## config.mk

```make
export PLATFORM = sky130hd
export DESIGN_NAME = channel_slot_frequency_picker_core
export DESIGN_NICKNAME = d
export VERILOG_FILES = /design/src/rtl/csfp_pkg.sv /design/src/rtl/csfp_front.sv /design/src/rtl/csfp_fifo.sv /design/src/rtl/csfp_div.sv /design/src/rtl/csfp_back.sv /design/src/rtl/channel_slot_frequency_picker_core.sv
export VERILOG_INCLUDE_DIRS = /design/src /design/src/rtl
export SDC_FILE = /design/constraint.sdc
export NUM_CORES = 2
export LEC_CHECK = 0
export ABC_AREA = 1
export BUFFER_PORTS_ARGS = -buffer_cell sky130_fd_sc_hd__buf_4
export CORE_AREA = 2 2 292 294
export CTS_BUF_LIST = sky130_fd_sc_hd__clkbuf_2
export DETAILED_ROUTE_END_ITERATION = 6
export DIE_AREA = 0 0 294 296
export GPL_TIMING_DRIVEN = 0
export PLACE_DENSITY = 0.79
export SLEW_MARGIN = 20
export SYNTH_ARGS = -nofsm -noshare
export SYNTH_HDL_FRONTEND = slang
export SYNTH_SLANG_ARGS = --single-unit
```

## constraint.sdc

```tcl
create_clock -name clk_i -period 6.5 [get_ports clk_i]
set_input_delay 0.975 -clock clk_i [delete_from_list [all_inputs] [get_ports clk_i]]
set_output_delay 0.975 -clock clk_i [all_outputs]
set_load 0.005 [all_outputs]
```

## src/rtl/assert_macros.svh

```systemverilog
// Assertion macros shared by the channel slot picker RTL.
// No dependencies; included by the modules that check their own logic.
`ifndef ASSERT_MACROS_SVH
`define ASSERT_MACROS_SVH

// Property must hold at every clock edge outside reset.
`define CSFP_ASSERT(lbl, clk, rstn, prop, msg) \
  lbl: assert property (@(posedge clk) disable iff (!rstn) (prop)) else $error(msg);

// Condition must never be seen at a clock edge outside reset.
`define CSFP_NEVER(lbl, clk, rstn, expr, msg) \
  lbl: assert property (@(posedge clk) disable iff (!rstn) !(expr)) else $error(msg);

`endif

```

## src/rtl/csfp_pkg.sv

```systemverilog
// Shared types and constants for the channel slot frequency picker.
// No dependencies; imported by every module of the block.
package csfp_pkg;

  localparam int unsigned HashW   = 32;
  localparam int unsigned SlotW   = 17;
  localparam int unsigned BwW     = 19;
  localparam int unsigned FreqW   = 32;
  localparam int unsigned ProdW   = SlotW + BwW;
  localparam int unsigned SumW    = ProdW + 1;
  localparam int unsigned QDepth  = 4;
  localparam int unsigned QPtrW   = $clog2(QDepth);
  localparam int unsigned QCntW   = $clog2(QDepth + 1);
  localparam int unsigned DivCntW = $clog2(HashW);

  localparam logic [HashW-1:0] HashSeed = 32'd5381;
  localparam logic [SlotW-1:0] MaxSlots = 17'd96000;

  // register indexes
  localparam logic [2:0] RegBandStart = 3'd0;
  localparam logic [2:0] RegBandEnd   = 3'd1;
  localparam logic [2:0] RegBwCode    = 3'd2;
  localparam logic [2:0] RegRegionVld = 3'd3;
  localparam logic [2:0] RegFallback  = 3'd4;

  // bandwidth snap thresholds (midpoints between 31,62,125,250,500; tie goes low)
  localparam logic [15:0] Snap62  = 16'd47;
  localparam logic [15:0] Snap125 = 16'd94;
  localparam logic [15:0] Snap250 = 16'd188;
  localparam logic [15:0] Snap500 = 16'd376;

  localparam logic [BwW-1:0] Bw31Hz  = 19'd31250;
  localparam logic [BwW-1:0] Bw62Hz  = 19'd62500;
  localparam logic [BwW-1:0] Bw125Hz = 19'd125000;
  localparam logic [BwW-1:0] Bw250Hz = 19'd250000;
  localparam logic [BwW-1:0] Bw500Hz = 19'd500000;

  typedef struct packed {
    logic [FreqW-1:0] band_start_hz;
    logic [FreqW-1:0] band_end_hz;
    logic [15:0]      bandwidth_code;
    logic             region_valid;
    logic [FreqW-1:0] fallback_freq_hz;
  } cfg_t;

  typedef struct packed {
    logic             push;
    logic [HashW-1:0] hash;
  } q_wr_t;

  typedef struct packed {
    logic empty;
    logic full;
  } q_stat_t;

  typedef struct packed {
    logic             start;
    logic [HashW-1:0] dividend;
    logic [HashW-1:0] divisor;
  } div_req_t;

  typedef struct packed {
    logic             done;
    logic [HashW-1:0] quot;
    logic [HashW-1:0] rem;
  } div_rsp_t;

  function automatic logic [BwW-1:0] snap_bw_hz(input logic [15:0] code);
    logic [BwW-1:0] bw;
    if (code < Snap62) begin
      bw = Bw31Hz;
    end else if (code < Snap125) begin
      bw = Bw62Hz;
    end else if (code < Snap250) begin
      bw = Bw125Hz;
    end else if (code < Snap500) begin
      bw = Bw250Hz;
    end else begin
      bw = Bw500Hz;
    end
    return bw;
  endfunction

endpackage

```

## src/rtl/csfp_front.sv

```systemverilog
// Front end: accepts name bytes and runs the djb2 hash, one byte per cycle while the queue is not full.
// Depends on csfp_pkg; pushes finished hashes into csfp_fifo.
module csfp_front import csfp_pkg::*; (
  input  logic       clk_i,
  input  logic       rst_ni,
  input  logic       in_valid_i,
  output logic       in_ready_o,
  input  logic [7:0] name_byte_i,
  input  logic       no_byte_i,
  input  logic       last_i,
  input  q_stat_t    q_stat_i,
  output q_wr_t      q_wr_o
);

  logic [HashW-1:0] hash_q, hash_d, hash_upd;
  logic             accept;

  assign in_ready_o = !q_stat_i.full;
  assign accept     = in_valid_i && in_ready_o;

  // h*33 + b as shift-add
  assign hash_upd = {hash_q[HashW-6:0], 5'b0} + hash_q + {{(HashW-8){1'b0}}, name_byte_i};

  always_comb begin
    q_wr_o.hash = no_byte_i ? hash_q : hash_upd;
    q_wr_o.push = accept && last_i;
    hash_d      = hash_q;
    if (accept) begin
      hash_d = last_i ? HashSeed : q_wr_o.hash;
    end
  end

  always_ff @(posedge clk_i or negedge rst_ni) begin
    if (!rst_ni) begin
      hash_q <= HashSeed;
    end else begin
      hash_q <= hash_d;
    end
  end

endmodule

```

## src/rtl/csfp_fifo.sv

```systemverilog
// Short hash queue between front and back ends.
// Depends on csfp_pkg and assert_macros.svh.
module csfp_fifo import csfp_pkg::*; (
  input  logic             clk_i,
  input  logic             rst_ni,
  input  q_wr_t            wr_i,
  input  logic             pop_i,
  output logic [HashW-1:0] rd_hash_o,
  output q_stat_t          stat_o
);

  `include "assert_macros.svh"

  logic [HashW-1:0] mem_q [QDepth];
  logic [QPtrW-1:0] wr_ptr_q, rd_ptr_q;
  logic [QCntW-1:0] cnt_q;
  logic             do_pop;

  assign stat_o.empty = (cnt_q == '0);
  assign stat_o.full  = (cnt_q == QCntW'(QDepth));
  assign do_pop       = pop_i && !stat_o.empty;
  assign rd_hash_o    = mem_q[rd_ptr_q];

  always_ff @(posedge clk_i) begin
    if (wr_i.push) begin
      mem_q[wr_ptr_q] <= wr_i.hash;
    end
  end

  always_ff @(posedge clk_i or negedge rst_ni) begin
    if (!rst_ni) begin
      wr_ptr_q <= '0;
      rd_ptr_q <= '0;
      cnt_q    <= '0;
    end else begin
      if (wr_i.push) begin
        wr_ptr_q <= wr_ptr_q + 1'b1;
      end
      if (do_pop) begin
        rd_ptr_q <= rd_ptr_q + 1'b1;
      end
      if (wr_i.push && !do_pop) begin
        cnt_q <= cnt_q + 1'b1;
      end else if (!wr_i.push && do_pop) begin
        cnt_q <= cnt_q - 1'b1;
      end
    end
  end

  `CSFP_NEVER(a_no_push_full, clk_i, rst_ni, wr_i.push && stat_o.full, "push into full queue")

endmodule

```

## src/rtl/csfp_div.sv

```systemverilog
// Radix-2 restoring divider, one quotient bit per cycle.
// Depends on csfp_pkg and assert_macros.svh.
module csfp_div import csfp_pkg::*; (
  input  logic     clk_i,
  input  logic     rst_ni,
  input  div_req_t req_i,
  output div_rsp_t rsp_o
);

  `include "assert_macros.svh"

  logic               busy_q, done_q;
  logic [DivCntW-1:0] cnt_q;
  logic [HashW-1:0]   quo_q, rem_q, dvs_q;
  logic [HashW:0]     rem_sh, rem_sub;

  assign rem_sh  = {rem_q, quo_q[HashW-1]};
  assign rem_sub = rem_sh - {1'b0, dvs_q};

  always_ff @(posedge clk_i) begin
    if (req_i.start) begin
      quo_q <= req_i.dividend;
      dvs_q <= req_i.divisor;
      rem_q <= '0;
    end else if (busy_q) begin
      if (!rem_sub[HashW]) begin
        rem_q <= rem_sub[HashW-1:0];
        quo_q <= {quo_q[HashW-2:0], 1'b1};
      end else begin
        rem_q <= rem_sh[HashW-1:0];
        quo_q <= {quo_q[HashW-2:0], 1'b0};
      end
    end
  end

  always_ff @(posedge clk_i or negedge rst_ni) begin
    if (!rst_ni) begin
      busy_q <= 1'b0;
      done_q <= 1'b0;
      cnt_q  <= '0;
    end else begin
      // one-cycle pulse after the last quotient bit
      done_q <= busy_q && !req_i.start && (cnt_q == DivCntW'(HashW - 1));
      if (req_i.start) begin
        busy_q <= 1'b1;
        cnt_q  <= '0;
      end else if (busy_q) begin
        cnt_q <= cnt_q + 1'b1;
        if (cnt_q == DivCntW'(HashW - 1)) begin
          busy_q <= 1'b0;
        end
      end
    end
  end

  assign rsp_o.done = done_q;
  assign rsp_o.quot = quo_q;
  assign rsp_o.rem  = rem_q;

  `CSFP_NEVER(a_start_idle, clk_i, rst_ni, req_i.start && busy_q, "divider restarted while busy")

endmodule

```

## src/rtl/csfp_back.sv

```systemverilog
// Back end: slot count, hash modulo count, centre frequency, output register.
// Depends on csfp_pkg, csfp_div and assert_macros.svh.
module csfp_back import csfp_pkg::*; (
  input  logic             clk_i,
  input  logic             rst_ni,
  input  cfg_t             cfg_i,
  input  q_stat_t          q_stat_i,
  input  logic [HashW-1:0] q_hash_i,
  output logic             q_pop_o,
  output logic             out_valid_o,
  input  logic             out_ready_i,
  output logic [SlotW-1:0] slot_o,
  output logic [FreqW-1:0] freq_hz_o,
  output logic [SlotW-1:0] slot_count_o,
  output logic             used_fallback_o
);

  `include "assert_macros.svh"

  typedef enum logic [2:0] {
    StIdle,
    StCount,
    StSlot,
    StMul,
    StOut
  } state_e;

  state_e           state_q;
  logic [HashW-1:0] hash_q;
  logic [SlotW-1:0] count_q, slot_q;
  logic [ProdW-1:0] prod_q;
  logic             fb_q;
  logic             out_valid_q, out_fb_q;
  logic [SlotW-1:0] out_slot_q, out_count_q;
  logic [FreqW-1:0] out_freq_q;

  logic [BwW-1:0]   bw;
  logic [FreqW-1:0] span;
  logic [SlotW-1:0] count_sat;
  logic [SumW-1:0]  freq_sum;
  logic [FreqW-1:0] freq_sat;
  logic             out_free;
  div_req_t         div_req;
  div_rsp_t         div_rsp;

  assign bw   = snap_bw_hz(cfg_i.bandwidth_code);
  assign span = (cfg_i.band_end_hz > cfg_i.band_start_hz) ?
                (cfg_i.band_end_hz - cfg_i.band_start_hz) : '0;

  // count clamps to [1, MaxSlots]
  always_comb begin
    if (div_rsp.quot == '0) begin
      count_sat = SlotW'(1);
    end else if (div_rsp.quot > {{(HashW-SlotW){1'b0}}, MaxSlots}) begin
      count_sat = MaxSlots;
    end else begin
      count_sat = div_rsp.quot[SlotW-1:0];
    end
  end

  assign freq_sum = {{(SumW-FreqW){1'b0}}, cfg_i.band_start_hz}
                  + {{(SumW-BwW){1'b0}}, bw >> 1}
                  + {1'b0, prod_q};
  assign freq_sat = (freq_sum[SumW-1:FreqW] != '0) ? '1 : freq_sum[FreqW-1:0];

  assign out_free = !out_valid_q || out_ready_i;
  assign q_pop_o  = (state_q == StIdle) && !q_stat_i.empty;

  always_comb begin
    div_req.start    = 1'b0;
    div_req.dividend = span;
    div_req.divisor  = {{(HashW-BwW){1'b0}}, bw};
    case (state_q)
      StIdle: begin
        div_req.start = !q_stat_i.empty && cfg_i.region_valid;
      end
      StCount: begin
        div_req.start    = div_rsp.done;
        div_req.dividend = hash_q;
        div_req.divisor  = {{(HashW-SlotW){1'b0}}, count_sat};
      end
      default: begin
        div_req.start = 1'b0;
      end
    endcase
  end

  csfp_div u_div (
    .clk_i (clk_i),
    .rst_ni(rst_ni),
    .req_i (div_req),
    .rsp_o (div_rsp)
  );

  always_ff @(posedge clk_i or negedge rst_ni) begin
    if (!rst_ni) begin
      state_q     <= StIdle;
      out_valid_q <= 1'b0;
      hash_q      <= '0;
      count_q     <= '0;
      slot_q      <= '0;
      prod_q      <= '0;
      fb_q        <= 1'b0;
      out_fb_q    <= 1'b0;
      out_slot_q  <= '0;
      out_count_q <= '0;
      out_freq_q  <= '0;
    end else begin
      // in StOut the load below decides the valid bit
      if (out_valid_q && out_ready_i && (state_q != StOut)) begin
        out_valid_q <= 1'b0;
      end
      case (state_q)
        StIdle: begin
          if (!q_stat_i.empty) begin
            hash_q <= q_hash_i;
            if (cfg_i.region_valid) begin
              fb_q    <= 1'b0;
              state_q <= StCount;
            end else begin
              fb_q    <= 1'b1;
              slot_q  <= '0;
              count_q <= '0;
              state_q <= StOut;
            end
          end
        end
        StCount: begin
          if (div_rsp.done) begin
            count_q <= count_sat;
            state_q <= StSlot;
          end
        end
        StSlot: begin
          if (div_rsp.done) begin
            slot_q  <= div_rsp.rem[SlotW-1:0];
            state_q <= StMul;
          end
        end
        StMul: begin
          prod_q  <= ProdW'(slot_q) * ProdW'(bw);
          state_q <= StOut;
        end
        StOut: begin
          if (out_free) begin
            out_valid_q <= 1'b1;
            out_fb_q    <= fb_q;
            out_slot_q  <= slot_q;
            out_count_q <= count_q;
            out_freq_q  <= fb_q ? cfg_i.fallback_freq_hz : freq_sat;
            state_q     <= StIdle;
          end
        end
        default: begin
          state_q <= StIdle;
        end
      endcase
    end
  end

  assign out_valid_o     = out_valid_q;
  assign slot_o          = out_slot_q;
  assign freq_hz_o       = out_freq_q;
  assign slot_count_o    = out_count_q;
  assign used_fallback_o = out_fb_q;

  `CSFP_ASSERT(a_slot_in_range, clk_i, rst_ni,
               (out_valid_q && !out_fb_q) |-> (out_slot_q < out_count_q),
               "slot not below slot count")
  `CSFP_ASSERT(a_fallback_zero, clk_i, rst_ni,
               (out_valid_q && out_fb_q) |-> (out_slot_q == '0 && out_count_q == '0),
               "fallback result with nonzero slot or count")

endmodule

```

## src/rtl/channel_slot_frequency_picker_core.sv

```systemverilog
// Channel slot frequency picker: djb2 hash of a channel name mapped onto a band slot.
// Depends on csfp_pkg, csfp_front, csfp_fifo and csfp_back.
//
// The channel name enters one byte per word on the slave stream; a word with
// tuser set carries no byte, and the word with tlast set closes the name
// (tlast with tuser set closes it without adding a byte). Bytes are hashed
// djb2 style (seed 5381, h = h*33 + byte, 32-bit wrap) at one word per cycle
// while the queue has room. When a name closes, its hash drops into a
// four-entry queue and the hash restarts at the seed, so the next name streams
// in while the back end works. The back end turns each hash into one result
// word: slot count = (end - start) / bw clamped to 1..96000, where bw is the
// bandwidth code snapped to the nearest of 31, 62, 125, 250, 500 (ties to the
// lower; 31 and 62 mean 31250 Hz and 62500 Hz, others code*1000 Hz); slot =
// hash mod count; freq = start + bw/2 + slot*bw, saturating at 2^32-1. With
// region_valid clear the result is the fallback frequency with slot and count
// zero and tuser set. For each name the back end makes two passes through the
// shared bit-serial divider, one multiply and one output load; the fallback
// path goes straight to the output load. The slave side stalls only when four
// finished names are waiting. The result sits in an output register until
// taken. Configuration words (index 0..4 in register order, unknown indexes
// ignored) are always accepted and are meant to change only while the block
// has nothing in flight.
module channel_slot_frequency_picker_core import csfp_pkg::*; (
  input  logic        clk_i,
  input  logic        rst_ni,
  // name stream
  input  logic        s_axis_tvalid,
  output logic        s_axis_tready,
  input  logic [7:0]  s_axis_tdata,   // [7:0] name_byte
  input  logic        s_axis_tuser,   // [0] no_byte
  input  logic        s_axis_tlast,
  // result stream
  output logic        m_axis_tvalid,
  input  logic        m_axis_tready,
  output logic [71:0] m_axis_tdata,   // [16:0] slot, [48:17] freq_hz,
                                      // [65:49] slot_count, [71:66] zero
  output logic        m_axis_tuser,   // [0] used_fallback
  // configuration writes
  input  logic        cfg_valid_i,
  output logic        cfg_ready_o,
  input  logic [2:0]  cfg_index_i,
  input  logic [31:0] cfg_data_i
);

  cfg_t             cfg_q;
  q_wr_t            q_wr;
  q_stat_t          q_stat;
  logic [HashW-1:0] q_hash;
  logic             q_pop;
  logic [SlotW-1:0] slot, slot_count;
  logic [FreqW-1:0] freq_hz;

  // config registers, reset to the default band
  assign cfg_ready_o = 1'b1;

  always_ff @(posedge clk_i or negedge rst_ni) begin
    if (!rst_ni) begin
      cfg_q.band_start_hz    <= 32'd902000000;
      cfg_q.band_end_hz      <= 32'd928000000;
      cfg_q.bandwidth_code   <= 16'd250;
      cfg_q.region_valid     <= 1'b1;
      cfg_q.fallback_freq_hz <= 32'd906875000;
    end else if (cfg_valid_i && cfg_ready_o) begin
      case (cfg_index_i)
        RegBandStart: cfg_q.band_start_hz    <= cfg_data_i;
        RegBandEnd:   cfg_q.band_end_hz      <= cfg_data_i;
        RegBwCode:    cfg_q.bandwidth_code   <= cfg_data_i[15:0];
        RegRegionVld: cfg_q.region_valid     <= cfg_data_i[0];
        RegFallback:  cfg_q.fallback_freq_hz <= cfg_data_i;
        default: begin
          cfg_q <= cfg_q;
        end
      endcase
    end
  end

  csfp_front u_front (
    .clk_i      (clk_i),
    .rst_ni     (rst_ni),
    .in_valid_i (s_axis_tvalid),
    .in_ready_o (s_axis_tready),
    .name_byte_i(s_axis_tdata),
    .no_byte_i  (s_axis_tuser),
    .last_i     (s_axis_tlast),
    .q_stat_i   (q_stat),
    .q_wr_o     (q_wr)
  );

  csfp_fifo u_fifo (
    .clk_i    (clk_i),
    .rst_ni   (rst_ni),
    .wr_i     (q_wr),
    .pop_i    (q_pop),
    .rd_hash_o(q_hash),
    .stat_o   (q_stat)
  );

  csfp_back u_back (
    .clk_i          (clk_i),
    .rst_ni         (rst_ni),
    .cfg_i          (cfg_q),
    .q_stat_i       (q_stat),
    .q_hash_i       (q_hash),
    .q_pop_o        (q_pop),
    .out_valid_o    (m_axis_tvalid),
    .out_ready_i    (m_axis_tready),
    .slot_o         (slot),
    .freq_hz_o      (freq_hz),
    .slot_count_o   (slot_count),
    .used_fallback_o(m_axis_tuser)
  );

  assign m_axis_tdata = {6'b0, slot_count, freq_hz, slot};

endmodule
```

After elaboration in Yosys (flattened, before gate mapping). Memories as Yosys holds them, arrays and structs flattened. A register that Yosys moved wholly into a read port is not among the register bits. Index checks and enable logic that the tools add are counted.

Bits in registers: 397. Memory bits (writable): 128. Input port bits: 50. Output and inout bits: 76. Logic and storage cells: 142. Memories: 1.

Memory list: u_fifo.mem_q (words 4, bits a word 32, rd ports 1, clocked after Yosys merged registers in 1, write ports 1, RTL line csfp_fifo.sv:14) `logic [HashW-1:0] mem_q [QDepth];`.

Add/sub/neg operators: 11. $mul: 1. Order comparisons: 6. Eq/ne operators: 16. Muxes and demuxes: 42. Bitwise gates (word level): 1. Reductions and logical operators: 38.

Operator list (count): two-way mux 32 bit (8); two-way mux 17 bit (6); two-way mux 19 bit (4); case mux 17 bit (2 select lines) (2); two-way mux 64 bit (1); adder 37 x 36 -> 37 bit (1); multiplier 17 x 19 -> 36 bit (1); adder 32 x 18 -> 33 bit (1); subtractor 33 x 32 -> 33 bit (1); adder 32 bit (1); adder 32 x 8 -> 32 bit (1); greater-than comparator 32 x 17 -> 1 bit (second input constant) (1); greater-than comparator 32 bit (1); logical NOT 32 bit (1); subtractor 32 bit (1); two-way mux 3 bit (7); less-than comparator 16 x 6 -> 1 bit (second input constant) (1); less-than comparator 16 x 7 -> 1 bit (second input constant) (1); less-than comparator 16 x 8 -> 1 bit (second input constant) (1); less-than comparator 16 x 9 -> 1 bit (second input constant) (1); case mux 3 bit (5 select lines) (1); AND reduction 2 bit (7); == test 3 x 2 -> 1 bit (second input constant) (4); AND reduction 4 bit (3); 20 further kinds (58).

Longest topological paths before layout.
Depth in word-level cells: 10. Mapped depth: 36. Gate-level depth less buffers: 36.

Hierarchy. From an unflattened synthesis, not the netlist that was laid out.

Cells, all modules: 5757. Area total of the unflattened synthesis: 44326.3 sq um.

Modules (own cells, without submodules): csfp_back (times used 1, cells each 3039, area an instance 22859.4 sq um, seq. area each 4329.2 sq um); csfp_div (times used 1, cells each 1031, area an instance 6895.4 sq um, seq. area each 2737.6 sq um); csfp_fifo (times used 1, cells each 430, area an instance 5555.3 sq um, seq. area each 4018.9 sq um); channel_slot_frequency_picker_core (times used 1, cells each 510, area an instance 4611.9 sq um, seq. area each 2882.8 sq um); csfp_front (times used 1, cells each 747, area an instance 4404.2 sq um, seq. area each 807.0 sq um).

Worst setup path before layout. No wires, ideal clock.

Path type: reg-to-reg. Start: register cfg_q[39] (netlist name). End: register u_back.prod_q[29]. Library setup time: 0.118 ns. Data arrival time: 6.103 ns. Data required time: 6.382 ns. Path slack: 0.279 ns. Stages on the path, launching flop included: 29. Path buffers: 1. Period minus slack after synthesis: 6.221 ns. Path through: dfstp_2 > inv_1 > a21oi_1 > o21ai_0 > nand2_1 > inv_2 > nor2_2 > nor2_4 > inv_1 > buf_2 > nand2_1 > fa_1 > fa_1 > fa_1 > inv_1 > fa_1 > fa_1 > inv_1 > fa_1 > inv_1 > ha_1 > a21oi_1 > o21ai_0 > a21o_1 > nand2_1 > nand4_1 > or2_2 > nand3_1 > nand2_1.

Longest elaborated chain between the ends: 6. Elaborated cells between the ends (all ways): 9. Classes of those cells: mul (1); order compare (4); mux (4).

Ends and longest elaborated chain: start: declaration (RTL line channel_slot_frequency_picker_core.sv:45) `cfg_t cfg_q;`; start signal: assignment (RTL line channel_slot_frequency_picker_core.sv:71) `cfg_q <= cfg_q;`; less-than comparator 16 x 9 -> 1 bit (RTL line csfp_pkg.sv:76) `end else if (code < Snap500) begin`; two-way mux 19 bit (RTL line csfp_pkg.sv:76); two-way mux 19 bit (RTL line csfp_pkg.sv:74) `end else if (code < Snap250) begin`; two-way mux 19 bit (RTL line csfp_pkg.sv:72) `end else if (code < Snap125) begin`; two-way mux 19 bit * (RTL line csfp_pkg.sv:70) `if (code < Snap62) begin`; multiplier 17 x 19 -> 36 bit * (RTL line csfp_back.sv:141) `prod_q <= ProdW'(slot_q) * ProdW'(bw);`; end signal: assignment (RTL line csfp_back.sv:141); end: declaration (RTL line csfp_back.sv:31) `logic [ProdW-1:0] prod_q;`.

Every way passes the cells marked *; elsewhere a longest branch is shown, timed or not. A chain may end at the register's enable or synchronous reset.

Worst setup path after layout.
Start: register cfg_q[38] (netlist name). End: register u_back.prod_q[29].

Same word-level chain as after synthesis.

==> metrics list <==
- In this run the worst hold path is classified as primary input to flop.
- After detailed routing, the number of vias per cell comes to approximately 5.6.
* Synthesized-area fraction occupied by adder cells: 0.202
- Measured against its own limit, the worst slew margin works out to 0.264.
* H-Tree Level Count: 4
- The commonest cells after synthesis are 1,162 x sky130_fd_sc_hd__nand2_1, 714 x sky130_fd_sc_hd__inv_1, 687 x sky130_fd_sc_hd__nor2_1.
* Sequential cell area fraction in the yosys report: 0.345
- Sum of overflow across all layers after global routing: 0
- Area share of xor/xnor cells in the synthesized design: 0.0238
- The number of global-route vias before repair is ~37,000.
- Cells taking the most area after synthesis: sky130_fd_sc_hd__dfrtp_1 17%, sky130_fd_sc_hd__edfxtp_1 13%, sky130_fd_sc_hd__fa_1 12%
- Mux cell area share after synthesis: 0.00487
- Crit-path slowest cell: sky130_fd_sc_hd__fa_2
* Post-synthesis compound-gate area fraction: 0.110
* Least setup slack across all paths after layout: -0.138 ns
- Maxcap violations: 0
* Data arrival time of the worst path: approximately 8 ns
- Io pins: ~130
- Unique masters post-synth: 64
- No sink is reached through more buffers than the 3 on the longest clock path.
- The floorplan step set the die width to between 200 and 300 µm.
- Largest net degree at the start of global routing: just under 100
* Remaining number of nets flagged by the antenna check after routing: 0
- Setup clock skew after layout: approximately 0.19 ns
- Combinational family with the most area after synthesis: simple AND/OR/NAND/NOR gates
- Share of the synthesized area in the top cell type: 0.170
- From synthesis to final layout, the design area changed by 16.4%.
- The completed layout was analyzed and its total power is around 23 mW.
- Count of flip-flops with a built-in enable after synthesis: around 180
- Global-route usage over all layers: 0.315
- Once placement finished, the instance area stood at around 44,000 µm².
- The first TritonRoute pass finished after 6 iterations.
* Global-route wire length before repair: 210,000 µm
* Number of warnings reported in the yosys synthesis log: 0
* Final Instance Count excl. Fillers: a little under 7,000
- After the first detailed-routing iteration, the DRC count stood at around 3,700.
- The die covers about 87,000 µm².
- WS Path Type: flop to flop
* Reg clk slew, reported paths: roughly 0.10 ns
* Upper clock frequency limit: between 150 and 200 MHz
- Count leader, synth: sky130_fd_sc_hd__nand2_1
- Max VDD drop: 0.000366 V
- Root buffer selected by CTS: sky130_fd_sc_hd__clkbuf_2
- RSZ-0062 raised after global routing: yes
- Kind of end point of the critical path: flop
- In the final routed layout, each cell accounts on average for 20.3 µm.
- The smallest clock period supported by the final layout is computed as about 6.6 ns.
- Setup violations remaining at the end of the flow were counted as 16.
- Final-report max-slew violation count: 0
* Worst endpoint required time: approximately 8 ns
* Crit-path max FO: 5
- Dividing the synthesized area by the synthesized cell count gives between 7 and 8 µm².
- In this design, the stage delay of the slowest critical-path cell is 0.62 ns.
- Slew of the pin with the lowest slew margin: 1.10 ns
- Cts bufs inserted: 146
- Number of nets in the layout: roughly 6,200
* Routability-driven placement congestion ratio: 1.06
- Number of sinks on the clock net: around 540
- Violated checks: setup timing
- The run finished, with violations left.
- Share of synthesized registers carrying an async set or reset: 0.611
* Static Leakage: about 23 nW
* Combined area of all synthesized cells: ~42,000 µm²
- Power spread over the standard cell area amounts to ~480 nW/µm².
- Port buffering added ~120 buffers.
- Count of mapped cells out of synthesis: around 5,200
- Adding up every negative setup slack in the final design gives -1.26 ns.
- Summed over all nets, the half-perimeter wirelength after detailed placement is around 100,000 µm.
- Via Count: 38,400
- Routed wire length: ~140,000 µm
- Clock tree from TritonCTS: built
- Number of antenna violations at the first check in global routing: 7
- Ratio of cells with drive above 1 in the final layout: 0.173
- STA classifies the critical path startpoint as a flop.
- For this run, the leading register cell type out of synthesis is sky130_fd_sc_hd__dfrtp_1.
- After filler insertion, the fill cell instance count of the layout stands at around 7,400.
* Count of endpoints failing hold in the final timing report: 0
- Initial standard-cell utilization of the core: 0.495
- The largest total area in the synthesized netlist belongs to sky130_fd_sc_hd__dfrtp_1.
* Insertion delay of the later-clocked pin in the worst-skew pair: ~1.5 ns
* Final critical-path share of the clock period: 1.02
- Of the total synthesized cell area, the portion taken by AND, OR, NAND and NOR gates is 0.228.
- At the end of the flow the core is filled with cells to 0.576.
* Placed instance count: approximately 6,400
- The floorplan step set the die height to 296 µm.
* Remaining routing DRC violations: 0
* Number of synthesized register bits: around 540
- The core region is about 84,000 µm².
* Final instance area: approximately 48,000 µm²
- Num rows: 107
-- cell type report --
cell class / count / area, µm² / share of cell area
clock buffers: 211 / 1060 / 0.0218
clock inverters: 60 / 339 / 0.00699
plain buffers: 163 / 930 / 0.0192
flip-flops and latches: 543 / 14400 / 0.297
repair buffers: 271 / 2460 / 0.0508
inverters: 740 / 2830 / 0.0584
well taps: 1090 / 1360 / 0.0281
multi-input cells: 3765 / 25100 / 0.517
diodes: 8 / 20.0 / 0.000413
-- cell usage in the layout (no fill, tap or decap), types with 19 or more instances in the layout --
cell,instances
sky130_fd_sc_hd__a21oi_1,239
sky130_fd_sc_hd__a21oi_2,19
sky130_fd_sc_hd__a31oi_1,44
sky130_fd_sc_hd__buf_4,206
sky130_fd_sc_hd__buf_6,19
sky130_fd_sc_hd__clkbuf_1,101
sky130_fd_sc_hd__clkbuf_2,212
sky130_fd_sc_hd__clkinv_1,33
sky130_fd_sc_hd__dfrtp_1,283
sky130_fd_sc_hd__dfstp_2,49
sky130_fd_sc_hd__dfxtp_1,32
sky130_fd_sc_hd__dlygate4sd3_1,40
sky130_fd_sc_hd__edfxtp_1,179
sky130_fd_sc_hd__fa_1,227
sky130_fd_sc_hd__fa_2,19
sky130_fd_sc_hd__ha_1,252
sky130_fd_sc_hd__ha_4,26
sky130_fd_sc_hd__inv_1,664
sky130_fd_sc_hd__inv_2,60
sky130_fd_sc_hd__nand2_1,1122
sky130_fd_sc_hd__nand2_2,44
sky130_fd_sc_hd__nand2_4,19
sky130_fd_sc_hd__nand3_1,163
sky130_fd_sc_hd__nand3_2,47
sky130_fd_sc_hd__nand3b_1,20
sky130_fd_sc_hd__nand4_1,28
sky130_fd_sc_hd__nor2_1,634
sky130_fd_sc_hd__nor2_2,41
sky130_fd_sc_hd__nor2_4,29
sky130_fd_sc_hd__nor3_1,42
sky130_fd_sc_hd__o21ai_0,378
sky130_fd_sc_hd__o21ai_1,41
sky130_fd_sc_hd__xnor2_1,42
sky130_fd_sc_hd__xor2_1,67
-- sequential cells by signal, indices dropped and copies added, names as in the netlist, 3 cells and up --
signal,flops
u_back.state_q,3
u_fifo.mem_q,128
u_back.slot_q,17
u_back.u_div.cnt_q,5
u_back.u_div.quo_q,32
u_back.slot_o,17
u_back.freq_hz_o,32
u_back.u_div.rem_q,32
u_back.hash_q,32
u_back.count_q,17
u_back.u_div.dvs_q,19
u_front.hash_q,32
u_fifo.cnt_q,3
cfg_q,113
u_back.slot_count_o,17
u_back.prod_q,35
-- power by group --
group,internal [mW],switching (mW)
Sequential,4.83,0.964
Combinational,5.46,9.36
Clock,0.957,1.64
Total,11.2,12.0
-- critical path, delay by kind of cell (launching register included) --
family	cells	cell delay (ns)
flops	1	0.57
fa+ha+maj	7	3.54
buf+inv	7	0.69
simple gates	13	1.49
compound gates	2	0.26
-- per-stage QoR --
stage	hold WS, ns	setup slack (ns)
2_1_floorplan	0.445	0.279
3_3_place_gp	0.465	-1.41
3_5_place_dp	0.471	-1.43
4_1_cts	0.00532	-0.170
5_1_grt	0.0467	-0.371
6_report	0.119	-0.138
-- worst paths after layout --
check	endpoint	startpoint	slack, ns	cells past startpoint
worst min register to register	u_back.freq_hz_o[16]	u_back.freq_hz_o[16]	0.49	2
worst max register to register	u_back.prod_q[29]	cfg_q[38]	-0.14	29
worst min-delay path	cfg_q[33]	cfg_index_i[0]	0.12	5
max in group asynchronous	cfg_q[28]	rst_ni	4.96	4
worst max-delay path	u_back.prod_q[29]	cfg_q[38]	-0.14	29
min in group asynchronous	u_back.slot_o[14]	rst_ni	0.57	3
-- kinds of logic after synthesis --
family,after synthesis
simple gates,2251
buf+inv,904
compound gates,850
flops,543
fa+ha+maj,526
xor+xnor,113
mux,18
other cells,2
-- metal layers --
| layer | wire, µm | global-route usage | part of all wire |
|---|---|---|---|
| met5 | 53 | 0 | 0.00038 |
| met4 | 7120 | 0.150 | 0.051 |
| met3 | 13800 | 0.0724 | 0.099 |
| met2 | 63000 | 0.496 | 0.45 |
| met1 | 54900 | 0.412 | 0.40 |
-- what timing repair did --
item                                    4_1_cts  5_1_grt
pin swaps                                   102      128
gates resized for setup                     274      173
hold endpoints to repair                    392        0
cloned                                        3        0
hold buffers                                 41        0
endpoints found under the setup margin       58       56
setup buffers                                63       41
(Power assumes the default switching activity.)
